`config.mk`:
```
export PLATFORM = sky130hd
export DESIGN_NAME = bvp_front
export DESIGN_NICKNAME = d
export VERILOG_FILES = /design/src/rtl/bvp_pkg.sv /design/src/rtl/bvp_front.sv
export SDC_FILE = /design/constraint.sdc
export NUM_CORES = 2
export LEC_CHECK = 0
export ABC_AREA = 0
export BUFFER_PORTS_ARGS = -buffer_cell sky130_fd_sc_hd__buf_2
export CAP_MARGIN = 20
export CELL_PAD_IN_SITES_DETAIL_PLACEMENT = 0
export CELL_PAD_IN_SITES_GLOBAL_PLACEMENT = 1
export CORE_MARGIN = 4
export CORE_UTILIZATION = 41
export DETAILED_ROUTE_END_ITERATION = 8
export PLACE_DENSITY = 0.75
export SYNTH_ARGS = -nofsm -noshare
export SYNTH_HDL_FRONTEND = slang
export SYNTH_SLANG_ARGS = --single-unit
```
`constraint.sdc`:
```
create_clock -name clk -period 13.1 [get_ports clk]
set_input_delay 3.93 -clock clk [delete_from_list [all_inputs] [get_ports clk]]
set_output_delay 3.93 -clock clk [all_outputs]
set_load 0.03 [all_outputs]
```
`src/rtl/bvp_pkg.sv`:
```
// Shared types, constants and step functions of the ball velocity predictor.
`timescale 1ns / 1ps

package bvp_pkg;

  // pipeline layout: front end, drop divider, scaling back end
  localparam int F_STG   = 4;
  localparam int C_FIRST = F_STG;
  localparam int C_STG   = 8;
  localparam int C_BITS  = 4;
  localparam int S_FIRST = C_FIRST + C_STG;
  localparam int S_DIV   = 8;
  localparam int S_BITS  = 2;
  localparam int S_LEN   = S_DIV + 3;
  localparam int NSTG    = S_FIRST + S_LEN;

  // 10^6 / 2^6: the drop divider works on values already scaled by 2^10 or 2^-6
  localparam logic [14:0] DROP_DIV = 15'd15625;

  typedef enum logic [2:0] {
    REG_VEL_X  = 3'd0,
    REG_VEL_Y  = 3'd1,
    REG_SLIDE  = 3'd2,
    REG_ROLL   = 3'd3,
    REG_THRESH = 3'd4
  } reg_idx_t;

  // settled configuration plus values derived from it by the setup sequencer
  typedef struct packed {
    logic [1:0][15:0] mag;     // |vel_x|, |vel_y|
    logic [1:0]       neg;     // sign of vel_x, vel_y
    logic [15:0]      slide;
    logic [15:0]      roll;
    logic [30:0]      tq;      // threshold, Q.16
    logic [31:0]      sq;      // initial speed, Q.16
    logic [45:0]      yp;      // (sq - tq) * 15625
    logic [39:0]      c;       // ceil((sq - tq) * 10^6 / slide)
    logic             sq_zero;
    logic             rolling; // sq <= tq
  } cfg_t;

  // one restoring step of the divide by 15625: {quotient bit, remainder}
  function automatic logic [14:0] cdiv_step(input logic [13:0] r, input logic b);
    logic [14:0] x;
    x = {r, b};
    if (x >= DROP_DIV) begin
      return {1'b1, 14'(x - DROP_DIV)};
    end
    return {1'b0, x[13:0]};
  endfunction

  // one restoring step of the divide by the speed: {quotient bit, remainder}
  function automatic logic [32:0] sdiv_step(input logic [31:0] r, input logic b,
                                            input logic [31:0] d);
    logic [32:0] x;
    x = {r, b};
    if (x >= {1'b0, d}) begin
      return {1'b1, 32'(x - {1'b0, d})};
    end
    return {1'b0, x[31:0]};
  endfunction

endpackage

```
`src/rtl/bvp_front.sv`:
```
// Front stages: friction products, phase decision and the dividend of the speed drop.
`timescale 1ns / 1ps

module bvp_front (
  input  logic                      clk,
  input  logic [bvp_pkg::F_STG-1:0] en,
  input  logic [23:0]               t,
  input  bvp_pkg::cfg_t             cfg,
  output logic [49:0]               num,
  output logic [31:0]               base
);

  logic [23:0] t0;
  logic [39:0] ms0, mr0, ms1, mr1, e1, pel2;
  logic        slid1, post2;
  logic [31:0] peh2, base2;
  logic [49:0] nrs2;
  logic [55:0] pe;

  assign pe = {16'd0, pel2} + {peh2, 24'd0};

  always_ff @(posedge clk) begin
    if (en[0]) begin
      t0  <= t;
      ms0 <= {24'd0, cfg.slide} * {16'd0, t};
      mr0 <= {24'd0, cfg.roll} * {16'd0, t};
    end
    if (en[1]) begin
      ms1   <= ms0;
      mr1   <= mr0;
      // leftover time past the slide, valid only once sliding has ended
      e1    <= {t0, 16'd0} - cfg.c;
      slid1 <= ({ms0, 10'd0} < {4'd0, cfg.yp});
    end
    if (en[2]) begin
      pel2  <= {24'd0, cfg.roll} * {16'd0, e1[23:0]};
      peh2  <= {16'd0, cfg.roll} * {16'd0, e1[39:24]};
      post2 <= !cfg.rolling && !slid1;
      nrs2  <= {cfg.rolling ? mr1 : ms1, 10'd0};
      base2 <= (!cfg.rolling && !slid1) ? {1'b0, cfg.tq} : cfg.sq;
    end
    if (en[3]) begin
      num  <= post2 ? pe[55:6] : nrs2;
      base <= base2;
    end
  end

endmodule

```
# After elaboration in Yosys (flattened, before gate mapping)
# Index checks and enable logic that the tools add are counted.
# Widths: inputs -> output; s select.
classes:
  reduce_logical: 3
  mux: 3
  n_lt_le_gt_ge: 1
  multipliers: 4
  add_sub_neg: 2
ops:
  columns: ["cell", "n"]
  rows:
  - ["$mul 16x24->40", 3]
  - ["$add 40x56->56", 1]
  - ["$lt 50x46->1", 1]
  - ["$mux 50", 1]
  - ["$mux 40", 1]
  - ["$sub 40x40->40", 1]
  - ["$mul 16x16->32", 1]
  - ["$mux 31", 1]
  - ["$logic_not 1->1", 2]
  - ["$logic_and 1x1->1", 1]
totals:
  in_bits: 246
  register_bits: 452
  out_inout_bits: 82

# Depth between registers and ports, before layout
depth:
  ltp_word: 3
  ltp_mapped: 27

# Worst setup path after synthesis
# No wires, ideal clock.
synth_timing:
  path_kind: "input -> register"
  from: "in cfg[153] (netlist name)"
  to: "reg mr0[36] (data pin)"
  stages: 25
  slack_ps: 3114
  arrival_time_ps: 9724
  path_buffers: 3
  setup_time_ps: 262
  path_cell_list: "clkbuf_1 clkbuf_1 nand2_1 fa_1 inv_1 fa_1 inv_1 fa_1 inv_1 fa_1 fa_1 inv_1 fa_1 inv_1 ha_1 clkbuf_1 o21a_1 o21ai_0 o31ai_4 a211o_1 a41oi_2 o221ai_2 a31oi_1 o21bai_1 xor2_1"
synth_between:
  elab_chain_len: 1
synth_lines:
  columns: ["element", "line_no", "rtl"]
  rows:
  - ["start, declared", "bvp_front.sv:8", "input bvp_pkg::cfg_t cfg,"]
  - ["$mul 16x24->40", "bvp_front.sv:26", "mr0 <= {24'd0, cfg.roll} * {16'd0, t};"]
  - ["end signal, assigned", "bvp_front.sv:26", null]
  - ["end, declared", "bvp_front.sv:14", "logic [39:0] ms0, mr0, ms1, mr1, e1, pel2;"]
# Every way passes these cells.
# A chain may end at the register's enable or synchronous reset.

# Worst setup path in the final report
layout_timing:
  from: "in cfg[152] (netlist name)"
  to: "reg pel2[39] (data pin)"
layout_between:
  elab_chain_len: 1
layout_lines:
  columns: ["element", "line_no", "rtl"]
  rows:
  - ["$mul 16x24->40", "bvp_front.sv:36", "pel2 <= {24'd0, cfg.roll} * {16'd0, e1[23:0]};"]
  - ["end signal, assigned", "bvp_front.sv:36", null]
  - ["end, declared", "bvp_front.sv:14", null]
# Every way passes these cells.

==> results_dict.tcl <==
set metrics [dict create \
    root_buffer "clkbuf_16" \
    dr_total_vias 43390 \
    fin_util 0.4484 \
    clk_latency_ns 0.67 \
    fin_crit_sh 0.8078 \
    status "complete, no violations" \
    drive_above_1_share 0.08878 \
    synth_top_family_by_area "adder cells" \
    period_needed_ns 10.58 \
    setup_tns_ns 0 \
    yosys.area_share.adder 0.4544 \
    r2r_end "pel2[39]" \
    place.port_buffers 292 \
    hold_class "register to register" \
    critical_path_class "input pin to register" \
    synthArstFlopShare 0 \
    skew_ns 0.06864 \
    max_clock_freq_mhz 94.49 \
    nNetsFinal 8328 \
    setup_viol 0 \
    cts_max_path_buffers 3 \
    synth.cell_area_um2 63120 \
    overflow 0 \
    antenna_found_initial 22 \
    synthFlopType "edfxtp_1" \
    pin_count 328 \
    layout_common_cells "inv_1 (1389), fa_1 (1112), nand2_1 (936)" \
    cts_sinks 446 \
    finalMaxSlewViolations 0 \
    cp_max_fo 26 \
    critPathArrivalTime_ns 10.96 \
    core-area_um2 152400 \
    cp_top_family "adder cells" \
    cpPeakStageDelay_ns 0.58 \
    rr_worst_depth 22 \
    rows 143 \
    cp-start-kind "input pin" \
    ys_seq_area_frac 0.2122 \
    synthCells 6335 \
    dieArea_um2 160300 \
    die_y_um 400.4 \
    drt_wl_total_um 169900 \
    yosys_register_bits 446 \
    ys_types 83 \
    grt_usage 0.2137 \
    syn_area_per_cell_um2 9.964 \
    slew_headroom 0.2250 \
    tritoncts "yes" \
    endpoint_kind "register" \
    worstHoldStart "mr0[8]" \
    cts.hold.buffers_added 0 \
    synth-xor-area-share 0.02595 \
    synth_warnings 0 \
    slowest_stage "buf_2" \
    layout_commonest_cell "inv_1" \
    synth_compound_area_frac 0.05247 \
    clk_pin_slew_ns 0.07 \
    maxCapViolCount 0 \
    drt_iter0_markers 2464 \
    rsz0062_at_grt "no" \
    die-width_um 400.4 \
    grt_max_degree 73 \
    grt_pass1_vias 46870 \
    grt_pass1_wl_um 266900 \
    hold_viol_final 0 \
    wire_per_inst_um 19.91 \
    htreeDepth 2 \
    tightest_slew_ns 1.163 \
    syn_to_final_growth_pct 8.306 \
    min_to "mr1[8]" \
    place.gp.congestion 0.8539 \
    synth-simple-area-share 0.1383 \
    critPathBufInv 7 \
    crit_required_ns 13.48 \
    hpwl_um 133200 \
    cts_resized 0 \
    start_util 0.4141 \
    numCtsBuffers 50 \
    dp_cells 8435 \
    vias_per_cell 5.086 \
    dr.pass1.iters 5 \
    antenna_left 0 \
    fin_cells 8532 \
    cpMostUsedCell "fa_1" \
    drcViolationCount 0 \
    synth.area.mux_share 0.01695 \
    synth_nets 8206 \
    synth_edf_count 446 \
    cts_setup_buffers 0 \
    whs_path_depth 0 \
    rrSetupSlack_ns 5.94 \
    r2r_start "e1[13]" \
]
==> per-layer routing <==
metal / global-route usage / vias to the layer above / part of all wire
met1: 0.2630 / 22220 / 0.39
met2: 0.3716 / 1183 / 0.50
li1: - / 19630 / -
met4: 0.08625 / 10 / 0.048
met5: 0 / - / 0.00035
met3: 0.03806 / 347 / 0.062
==> registers in the layout, indices dropped and copies added, names as in the netlist <==
name	flops
base	32
base2	32
e1	40
mr0	40
mr1	40
ms0	40
ms1	40
nrs2	40
num	50
peh2	32
pel2	34
post2	1
slid1	1
t0	24
==> final cells by class <==
cell class	instances	area, µm²
Antenna cell	3	7.507
Clock buffer	53	1262
Clock inverter	41	514.2
Fill cell	14700	84080
Inverter	1389	5214
Multi-Input combinational cell	4213	43430
Sequential cell	446	13390
Tap cell	2030	2540
Timing Repair Buffer	357	1997
==> Yosys cell counts (4+ instances only) <==
cell type | number | area (µm²)
o31ai_1 | 5 | 37.54
xnor2_1 | 131 | 1147
fa_1 | 1112 | 22260
nor2b_1 | 22 | 137.6
nor4_1 | 6 | 37.54
a21o_1 | 83 | 623.1
inv_1 | 1389 | 5214
and3_1 | 18 | 112.6
nand3_1 | 31 | 155.2
nor3_1 | 29 | 145.1
nand4_1 | 34 | 212.7
mux2_2 | 95 | 1070
and4_1 | 5 | 43.79
nand2b_1 | 15 | 93.84
o21ai_0 | 68 | 340.3
edfxtp_1 | 446 | 13390
a31oi_1 | 15 | 93.84
a221oi_1 | 7 | 61.31
and2_1 | 581 | 3635
buf_2 | 4 | 20.02
a211o_1 | 4 | 35.03
a311oi_1 | 4 | 35.03
nand2_1 | 936 | 3513
clkbuf_1 | 277 | 1040
a21boi_0 | 5 | 37.54
buf_1 | 5 | 18.77
ha_1 | 513 | 6419
or3_1 | 8 | 50.05
xor2_1 | 56 | 490.5
o21a_1 | 20 | 150.1
a31o_2 | 6 | 52.55
a21oi_1 | 154 | 770.7
a211oi_1 | 16 | 120.1
o21bai_1 | 20 | 150.1
o211ai_1 | 16 | 120.1
nor2_1 | 114 | 427.9
o21ai_1 | 14 | 70.07
or4_1 | 5 | 37.54
==> worst register-to-register path: cells and delay by family (launching register included) <==
kind            cells  cell delay (ns)
flops               1             0.72
compound gates      9             2.19
simple gates        1             0.34
xor+xnor            1             0.09
fa+ha+maj           7             3.37
buf+inv             4             0.20
==> metrics by stage <==
step / setup WS (ns) / instance area (µm²) / hold slack, ns
finish: 2.517 / 68360 / 0.3816
global route: 2.046 / 68360 / 0.3703
CTS: 2.513 / 68350 / 0.3708
detailed placement: 1.845 / 66580 / 0.4045
global placement: 1.897 / 66580 / 0.4007
floorplan: 3.114 / 63120 / 0.4003
==> cells by family after synthesis <==
| family | count (synthesis) |
|---|---|
| flip-flops | 446 |
| buffers and inverters | 1676 |
| multiplexers | 95 |
| AND/OR/NAND/NOR | 1816 |
| AO/OA/AOI/OAI | 490 |
| XOR/XNOR | 187 |
| adder cells (fa/ha/maj) | 1625 |
==> worst max-delay path by stage <==
| stage | endpoint | start | slack [ns] | depth (start not counted) |
|---|---|---|---|---|
| 6_report | pel2[39] | cfg[152] | 2.52 | 25 |
| 5_1_grt | pel2[39] | cfg[152] | 2.05 | 23 |
| 4_1_cts | pel2[37] | cfg[152] | 2.51 | 23 |
| 3_5_place_dp | pel2[37] | cfg[152] | 1.84 | 23 |
| 3_3_place_gp | mr0[37] | cfg[155] | 1.90 | 25 |
| 2_1_floorplan | mr0[36] | cfg[153] | 3.11 | 25 |
Power is not shown: default switching activity piles up to over one toggle a cycle in this logic, so the estimate is an artifact.
