<file path="config.mk">
export PLATFORM = sky130hd
export DESIGN_NAME = bvp_cdiv
export DESIGN_NICKNAME = d
export VERILOG_FILES = /design/src/rtl/bvp_pkg.sv /design/src/rtl/bvp_cdiv.sv
export SDC_FILE = /design/constraint.sdc
export NUM_CORES = 1
export LEC_CHECK = 0
export ABC_CLOCK_PERIOD_IN_PS = 19700
export BUFFER_PORTS_ARGS = -buffer_cell sky130_fd_sc_hd__buf_4
export CAP_MARGIN = 20
export CORE_ASPECT_RATIO = 0.7
export CORE_MARGIN = 2
export CORE_UTILIZATION = 63
export CTS_BUF_LIST = sky130_fd_sc_hd__clkbuf_8
export DETAILED_ROUTE_END_ITERATION = 6
export GPL_TIMING_DRIVEN = 0
export PLACE_DENSITY_LB_ADDON = 0.2
export SYNTH_ARGS = -nofsm -noshare
export SYNTH_HDL_FRONTEND = slang
export SYNTH_SLANG_ARGS = --single-unit
</file>
<file path="constraint.sdc">
create_clock -name clk -period 19.7 [get_ports clk]
set_input_delay 1.97 -clock clk [delete_from_list [all_inputs] [get_ports clk]]
set_output_delay 1.97 -clock clk [all_outputs]
set_load 0.02 [all_outputs]
</file>
<file path="src/rtl/bvp_pkg.sv">
// Shared types, constants and step functions of the ball velocity predictor.
`timescale 1ns / 1ps

package bvp_pkg;

  // pipeline layout: front end, drop divider, scaling back end
  localparam int F_STG   = 4;
  localparam int C_FIRST = F_STG;
  localparam int C_STG   = 8;
  localparam int C_BITS  = 4;
  localparam int S_FIRST = C_FIRST + C_STG;
  localparam int S_DIV   = 8;
  localparam int S_BITS  = 2;
  localparam int S_LEN   = S_DIV + 3;
  localparam int NSTG    = S_FIRST + S_LEN;

  // 10^6 / 2^6: the drop divider works on values already scaled by 2^10 or 2^-6
  localparam logic [14:0] DROP_DIV = 15'd15625;

  typedef enum logic [2:0] {
    REG_VEL_X  = 3'd0,
    REG_VEL_Y  = 3'd1,
    REG_SLIDE  = 3'd2,
    REG_ROLL   = 3'd3,
    REG_THRESH = 3'd4
  } reg_idx_t;

  // settled configuration plus values derived from it by the setup sequencer
  typedef struct packed {
    logic [1:0][15:0] mag;     // |vel_x|, |vel_y|
    logic [1:0]       neg;     // sign of vel_x, vel_y
    logic [15:0]      slide;
    logic [15:0]      roll;
    logic [30:0]      tq;      // threshold, Q.16
    logic [31:0]      sq;      // initial speed, Q.16
    logic [45:0]      yp;      // (sq - tq) * 15625
    logic [39:0]      c;       // ceil((sq - tq) * 10^6 / slide)
    logic             sq_zero;
    logic             rolling; // sq <= tq
  } cfg_t;

  // one restoring step of the divide by 15625: {quotient bit, remainder}
  function automatic logic [14:0] cdiv_step(input logic [13:0] r, input logic b);
    logic [14:0] x;
    x = {r, b};
    if (x >= DROP_DIV) begin
      return {1'b1, 14'(x - DROP_DIV)};
    end
    return {1'b0, x[13:0]};
  endfunction

  // one restoring step of the divide by the speed: {quotient bit, remainder}
  function automatic logic [32:0] sdiv_step(input logic [31:0] r, input logic b,
                                            input logic [31:0] d);
    logic [32:0] x;
    x = {r, b};
    if (x >= {1'b0, d}) begin
      return {1'b1, 32'(x - {1'b0, d})};
    end
    return {1'b0, x[31:0]};
  endfunction

endpackage

</file>
<file path="src/rtl/bvp_cdiv.sv">
// Pipelined divide by 15625 of the speed-drop dividend, four quotient bits a stage.
`timescale 1ns / 1ps

module bvp_cdiv (
  input  logic                      clk,
  input  logic [bvp_pkg::C_STG-1:0] en,
  input  logic [49:0]               num,
  input  logic [31:0]               base,
  output logic [31:0]               q,
  output logic [31:0]               base_o,
  output logic                      sat_o
);

  logic [13:0] rr [bvp_pkg::C_STG];
  logic [31:0] nn [bvp_pkg::C_STG];
  logic [31:0] qq [bvp_pkg::C_STG];
  logic [31:0] bs [bvp_pkg::C_STG];
  logic        st [bvp_pkg::C_STG];

  for (genvar g = 0; g < bvp_pkg::C_STG; g++) begin : g_stg
    logic [13:0] r_in, r_nx;
    logic [31:0] n_in, n_nx, q_in, q_nx, b_in;
    logic        s_in;

    if (g == 0) begin : g_head
      // a quotient of 2^32 or more exceeds any base: saturate instead
      assign r_in = num[45:32];
      assign n_in = num[31:0];
      assign q_in = '0;
      assign b_in = base;
      assign s_in = (num[49:32] >= {3'd0, bvp_pkg::DROP_DIV});
    end else begin : g_body
      assign r_in = rr[g-1];
      assign n_in = nn[g-1];
      assign q_in = qq[g-1];
      assign b_in = bs[g-1];
      assign s_in = st[g-1];
    end

    always_comb begin
      logic [14:0] sr;
      r_nx = r_in;
      n_nx = n_in;
      q_nx = q_in;
      for (int i = 0; i < bvp_pkg::C_BITS; i++) begin
        sr   = bvp_pkg::cdiv_step(r_nx, n_nx[31]);
        r_nx = sr[13:0];
        q_nx = {q_nx[30:0], sr[14]};
        n_nx = {n_nx[30:0], 1'b0};
      end
    end

    always_ff @(posedge clk) begin
      if (en[g]) begin
        rr[g] <= r_nx;
        nn[g] <= n_nx;
        qq[g] <= q_nx;
        bs[g] <= b_in;
        st[g] <= s_in;
      end
    end
  end

  assign q      = qq[bvp_pkg::C_STG-1];
  assign base_o = bs[bvp_pkg::C_STG-1];
  assign sat_o  = st[bvp_pkg::C_STG-1];

endmodule

</file>
* Word-level counts from Yosys, hierarchy flattened *
Memories as Yosys holds them, arrays and structs flattened.
Cells that the tools add are included.

word-level totals
  register bits = 0
  bits in writable memories = 856
  output and inout bits = 65
  logic and storage cells = 182
  memories kept = 5

memory list
  memory  words  bits a word  rd ports  clocked after Yosys merged registers in  wr ports  line            text
  bs      8      32           8         0                                        8         bvp_cdiv.sv:17  logic [31:0] bs [bvp_pkg::C_STG];
  qq      8      32           8         0                                        8         bvp_cdiv.sv:16  logic [31:0] qq [bvp_pkg::C_STG];
  nn      8      28           7         0                                        8         bvp_cdiv.sv:15  logic [31:0] nn [bvp_pkg::C_STG];
  rr      8      14           7         0                                        8         bvp_cdiv.sv:14  logic [13:0] rr [bvp_pkg::C_STG];
  st      8      1            8         0                                        8         bvp_cdiv.sv:18  logic st [bvp_pkg::C_STG];

cells by class
  $add $sub $neg = 32
  order comparisons = 33
  muxes and demuxes = 112

operators by type and width
  kind                      number
  $mux W15                  64
  $ge A15 B14 Y1 const B    32
  $sub A14 B14 Y14 const B  32
  $mux W1                   48
  $ge A18 B14 Y1 const B    1

* Logic depth before layout (Yosys ltp) *
Gate-level depths: netlist of run 1.
An unclocked memory read counts as a cell.

  depth in word-level cells = 13
  gate-level depth with buffers = 38
  mapped depth without buffers = 33

* Worst setup path before layout of run 1 *
No wires, ideal clock.

  path type = input to register
  start point = input port num[32]
  end point = memory rr[0][7] (data pin)
  arrival = 7.455 ns
  setup slack = 11.982 ns
  stages on the path = 25
  path buffers = 2
  cell sequence = buf_2 -> inv_1 -> ha_1 -> a41o_1 -> a21o_1 -> a221oi_4 -> clkbuf_1 -> xnor2_1 -> ha_1 -> nand2_1 -> mux2i_1 -> xnor3_1 -> a2bb2oi_1 -> a211oi_1 -> o21ai_0 -> o311ai_1 -> a31oi_2 -> nand2_2 -> a31oi_1 -> nor2b_1 -> a21oi_1 -> a211oi_4 -> nor2b_1 -> nand3_1 -> xor2_1

RTL lines
  element      line            text
  from (decl)  bvp_cdiv.sv:7   input logic [49:0] num,
  to (decl)    bvp_cdiv.sv:14

==> metrics.txt, run 1 <==
achievable frequency=110 MHz; clock latency on the worst-skew pair=approximately 0.7 ns; Worst slew margin=24.5%; DRC Markers=0; WL per Instance=19.9 microns; vias=28400; initial drt markers=2761; number of vias per cell=6.38; # resized after CTS=0; Post-Synthesis Net Count=between 3000 and 4000; Netlist Area Pre-Place=~37000 sq um; Cell Rows=73; Hold Vio Cnt, Final=0; fin cells=4455; Final Skew=between 0.02 and 0.03 ns; die width=approximately 300 microns; Die Ht=roughly 210 microns; CTS tree=built; vias in the first global route=roughly 27000; slowest stage cell, crit path=o41ai_4; max-cap viol count=0; cell repeated most along the worst path=xnor2_1; first-pass GRT wire length=141000 microns; CP arrival=roughly 9.5 ns; die area=60200 sq um; CP max FO=10; FILL cells=3977; drt pass-1 iters=6; initial core utilization=between 60% and 70%; Synthesis Warnings=0; drt total wl=88600 microns; outcome=finished, final reports clean; GP Congestion=about 0.96; minimum clock period=between 9 and 10 ns; initial antenna violation count=0; final period utilization=46.2%; crit start category=register; Yosys cell types=140; setup TNS=0 ns; cts bufs inserted=90; fin nets=between 3000 and 4000; clk root buf=clkbuf_8; Inst Count DP=around 4300; max incr delay on CP=0.65 ns; diodes inserted=0; largest net degree at the start of global routing=67; htree depth=3; layout cell share with drive strength beyond 1=14.1%; GRT Residual Overflow=0; Min-Delay Path Class=reg -> reg; predominant post-synthesis flop cell=edfxtp_1; GRT Total Usage=29.1%; cts hold-fix bufs=0; Slew Viols, Final=0; CTS max path bufs=3; Final HPWL DP=64500 microns; # port buffers=between 150 and 200; Synth Instances=3388; Setup crit end kind=register; top-level I/O count=156; Post CTS Setup Buffer Count=0; sequential-to-total area share from yosys stat=50.6%; Final ANT Viol Nets=0; commonest non-fill, non-tap cells in the layout=edfxtp_1, nand2_1, nor2_1, xnor2_1, buf_4; Synth async-reset ratio=0%; commonest non-fill, non-tap cell in the layout=edfxtp_1; unrepaired setup endpoints after global routing=false; register bit total from synthesis=618; Critical Path RT=20.12 ns; Mean Syn Cell Area=around 11 sq um; number of flops mapped to enable cells by yosys=618; clk slew on worst S/H paths=0.07 ns; Core ar.=57200 sq um; class of the most critical setup path=reg -> reg; CTS sink cnt=slightly above 600; worst-margin pin slew=1.13 ns; P&R area growth vs syn=10.8%; Setup-failing EPs final=0
## layout make-up
type	instances	area, sq um	share of cell area [%]
sequential	618	18600	45.7
multi-input combinational	2478	16800	41.3
timing repair buffer	160	1340	3.29
clock buffer	90	1240	3.05
tap	750	938	2.31
buffer	154	822	2.02
inverter	138	519	1.28
clock inverter	67	442	1.09
## worst paths after layout
| check | slack (ns) | cells after the start | from | end |
|---|---|---|---|---|
| setup / recovery | 10.60 | 28 | nn[3][27]$_DFFE_PP_ | rr[4][12]$_DFFE_PP_ |
| hold / removal | 0.40 | 0 | qq[1][71]$_DFFE_PP_ | qq[1][107]$_DFFE_PP_ |
| setup reg to reg | 10.60 | 28 | nn[3][27]$_DFFE_PP_ | rr[4][12]$_DFFE_PP_ |
| hold reg to reg | 0.40 | 0 | qq[1][71]$_DFFE_PP_ | qq[1][107]$_DFFE_PP_ |
## flip-flops by register name (all words and copies together), names as in the netlist
name / cells
bs: 256
qq: 144
nn: 112
rr: 98
st: 8
## per-layer routing
metal | vias to the layer above | routed length [microns] | track usage, %
li1 | 13300 | - | -
met1 | 13700 | 40400 | 42.4
met2 | 1286 | 39800 | 45.6
met3 | 119 | 7200 | 5.40
met4 | 0 | 1300 | 6.72
met5 | - | 0 | 0
## synth_stat cells (33+ instances only)
cell / instances / area share (%)
edfxtp_1: 618 / 51
nand2_1: 267 / 2.7
nor2_1: 252 / 2.6
xnor2_1: 245 / 5.9
a21oi_1: 172 / 2.3
o21ai_0: 150 / 2.0
inv_1: 121 / 1.2
nor3_1: 108 / 1.5
nand3_1: 98 / 1.3
xor2_1: 96 / 2.3
clkbuf_1: 72 / 0.74
mux2i_1: 69 / 1.9
ha_1: 62 / 2.1
a31oi_1: 54 / 0.92
o211ai_1: 41 / 0.84
and3_1: 40 / 0.68
nand2b_1: 39 / 0.67
a21o_1: 37 / 0.76
and2_1: 37 / 0.63
buf_4: 37 / 0.76
a211oi_1: 36 / 0.74
nand4_1: 33 / 0.56
o31ai_1: 33 / 0.68
## logic make-up (layout without fill, tap and decap cells)
kind of cell	Yosys count	in the layout	synth area share (%)
simple gates	1104	1104	15.4
compound gates	866	866	17.0
flops	618	618	50.6
xor+xnor	344	344	8.30
buf+inv	292	609	3.66
mux	102	102	2.95
fa+ha+maj	62	62	2.12
## through the flow
| step | hold slack, ns | setup WS [ns] | utilization, % | area, sq um |
|---|---|---|---|---|
| floorplan | 0.400 | 11.98 | - | 36700 |
| global placement | 0.400 | 10.64 | 67.8 | 38700 |
| detailed placement | 0.405 | 10.41 | 68.1 | 38900 |
| CTS | 0.389 | 10.79 | 71.0 | 40600 |
| global route | 0.396 | 10.07 | 71.0 | 40600 |
| finish | 0.398 | 10.60 | 71.0 | 40600 |
## critical path, delay by kind of cell, from the launching register on
family                     cells  cell delay (ns)
DFF                            1             0.45
adders and majority gates      3             0.69
xor gates and xnor gates       4             1.10
and+or+nand+nor                8             2.10
buffers and inverters          5             1.66
AOI/OAI and AO/OA              8             2.80
Power of run 1 is left out: the tool's default activity adds up to more than one toggle a clock period on the data nets, which glitch-free logic cannot reach.
==> inputs of run 2 (changes only) <==
--- a/config.mk
+++ b/config.mk
@@ -5,12 +5,12 @@
 export SDC_FILE = /design/constraint.sdc
 export NUM_CORES = 1
 export LEC_CHECK = 0
-export ABC_CLOCK_PERIOD_IN_PS = 19700
+export ABC_CLOCK_PERIOD_IN_PS = 8000
 export BUFFER_PORTS_ARGS = -buffer_cell sky130_fd_sc_hd__buf_4
 export CAP_MARGIN = 20
 export CORE_ASPECT_RATIO = 0.7
 export CORE_MARGIN = 2
-export CORE_UTILIZATION = 63
+export CORE_UTILIZATION = 58
 export CTS_BUF_LIST = sky130_fd_sc_hd__clkbuf_8
 export DETAILED_ROUTE_END_ITERATION = 6
 export GPL_TIMING_DRIVEN = 0
==> constraint.sdc (replaced) <==
create_clock -name clk -period 8 [get_ports clk]
set_input_delay 0.8 -clock clk [delete_from_list [all_inputs] [get_ports clk]]
set_output_delay 0.8 -clock clk [all_outputs]
set_load 0.02 [all_outputs]
==> run 2 against run 1 <==
Clock skew grew 0.0065 ns. Via count up 0.41%. Register-to-register slack got worse by 10 ns. Largest cell class unchanged.
==> metrics.txt, run 2 (synthesis gave the netlist of run 1 again) <==
outcome=finished, final reports clean; Min-Delay Path Class=in -> reg; CP startpoint=rr[0][10]$_DFFE_PP_; initial drt markers=2854 (+3.4%); Slew Viols, Final=0 (unchanged); Placed Area=39000 sq um (+0.19%); fin cells=4556 (+2.3%); GRT Residual Overflow=0 (unchanged); cts hold-fix bufs=0 (unchanged); Critical Path RT=8.49 ns (-11.63 ns); Final HPWL DP=66500 microns (+3.2%); cell area after layout=41100 sq um (+1.3%); # port buffers=151 (unchanged); Cell Rows=77 (+5.5%); first-pass GRT wire length=146000 microns (+4.0%); minimum clock period=7.54 ns (-1.56 ns); die width=305 microns (+4.2%); Hold Vio Cnt, Final=0 (unchanged); FILL cells=4846 (+22%); Final Skew=0.0362 ns (+0.00652 ns); htree depth=3 (unchanged); vias in the first global route=27100 (+0.12%); slowest stage cell, crit path=o31ai_1; Inst Count DP=4375 (+1.8%); die area=65300 sq um (+8.5%); vias=28600 (+0.41%); area of the multi-input gates=17000 sq um (+1.3%); WL per Instance=20.4 microns (+2.8%); drt pass-1 iters=6 (unchanged); CP arrival=8.03 ns (-1.49 ns); crit start category=register; CP max FO=10 (unchanged); Final ANT Viol Nets=0 (unchanged); Worst slew margin=21.1% (-3.4 points); P&R area growth vs syn=12.2%; max-cap viol count=0 (unchanged); Setup crit end kind=register; DRC Markers=0 (unchanged); Core ar.=62800 sq um (+9.9%); worst flop-to-flop path startpoint=rr[0][10]$_DFFE_PP_; GRT Total Usage=27.9% (-1.2 points); commonest non-fill, non-tap cell in the layout=edfxtp_1; clk slew on worst S/H paths=0.07 ns (about the same); final worst slack=0.461 ns (-10.14 ns); final period utilization=94.2% (+48 points); GP Congestion=0.959 (-0.45%); register with the highest flop count=bs; max incr delay on CP=0.90 ns (+0.25 ns); clk root buf=clkbuf_8; class of the most critical setup path=reg -> reg; diodes inserted=0 (unchanged); commonest non-fill, non-tap cells in the layout=edfxtp_1, nand2_1, nor2_1, xnor2_1, buf_4; hold path startpoint=num[24]; CTS sink cnt=618 (unchanged); dpl ws=-0.942 ns (-11.36 ns); FF/Latch Area=18600 sq um (unchanged); CTS max path bufs=3 (unchanged); worst-margin pin slew=1.17 ns (+0.0436 ns); CTS tree=built; initial core utilization=58.4% (-5.8 points); cts bufs inserted=91 (+1.1%); layout cell share with drive strength beyond 1=15.9% (+1.7 points); achievable frequency=133 MHz (+21%); drt total wl=93100 microns (+5.1%); fin nets=3809 (+0.42%); Die Ht=214 microns (+4.1%); top-level I/O count=156 (unchanged); Setup-failing EPs final=0 (unchanged); max reg flops=256 (unchanged); largest net degree at the start of global routing=80 (+19%); clock latency on the worst-skew pair=0.75 ns (+0.05 ns); number of vias per cell=6.27 (-1.8%); top flop regs=bs (256), qq (144), nn (112); initial antenna violation count=0 (unchanged)
-- run 2: changes by cell type in the layout (fill, tap and decap cells not counted), moves of 5 or more --
cell / previous run / this run
clkinvlp_4: 7 / 1
buf_4: 188 / 208
clkinv_2: 8 / 23
inv_1: 153 / 136
xnor2_1: 245 / 240
clkbuf_2: 2 / 10
clkbuf_1: 72 / 61
clkinv_1: 14 / 26
-- run 2: worst paths after layout --
check / endpoint / slack [ns] / cells after the start
min reg2reg: qq[0][103]$_DFFE_PP_ / 0.40 / 0
min: nn[0][24]$_DFFE_PP_ / 0.22 / 1
max: rr[1][11]$_DFFE_PP_ / 0.46 / 31
max reg2reg: rr[1][11]$_DFFE_PP_ / 0.46 / 31
-- run 2: layout make-up --
cell class	count	area share, %
clock buffers	91	3.04
flip-flops and latches	618	45.1
repair buffers	181	3.62
inverters	138	1.26
well taps	829	2.52
multi-input cells	2478	41.3
plain buffers	148	2.01
clock inverters	73	1.13
-- run 2: critical path, delay by kind of cell, from the launching register on --
family	cells	cell delay [ns]
AOI/OAI and AO/OA	12	3.52
xor gates and xnor gates	3	0.50
DFF	1	0.35
adders and majority gates	2	0.38
buffers and inverters	7	1.29
and+or+nand+nor	7	1.23
-- run 2: what timing repair did --
item	CTS	global route
pin swaps	1	9
gates resized for setup	13	46
endpoints found under the setup margin	50	73
buffers inserted	2	18
-- run 2: per-layer routing --
metal  share of wire (%)  wire length, microns  track usage [%]
met1                  48                 44800             42.9
met2                  42                 39200             40.5
met3                 7.7                  7180             4.71
met4                 2.2                  2010             7.92
met5                   0                     0                0
-- run 2: metrics by stage --
stage | TNS, ns | util [%] | hold slack (ns)
after floorplan | 0 | - | 0.400
after global placement | -13.21 | 61.8 | 0.400
after detailed placement | -19.24 | 62.1 | 0.405
after CTS | -0.0396 | 64.9 | 0.156
after global routing | -0.0984 | 65.5 | 0.178
final | 0 | 65.5 | 0.221
Power of run 2 is left out for the same reason.
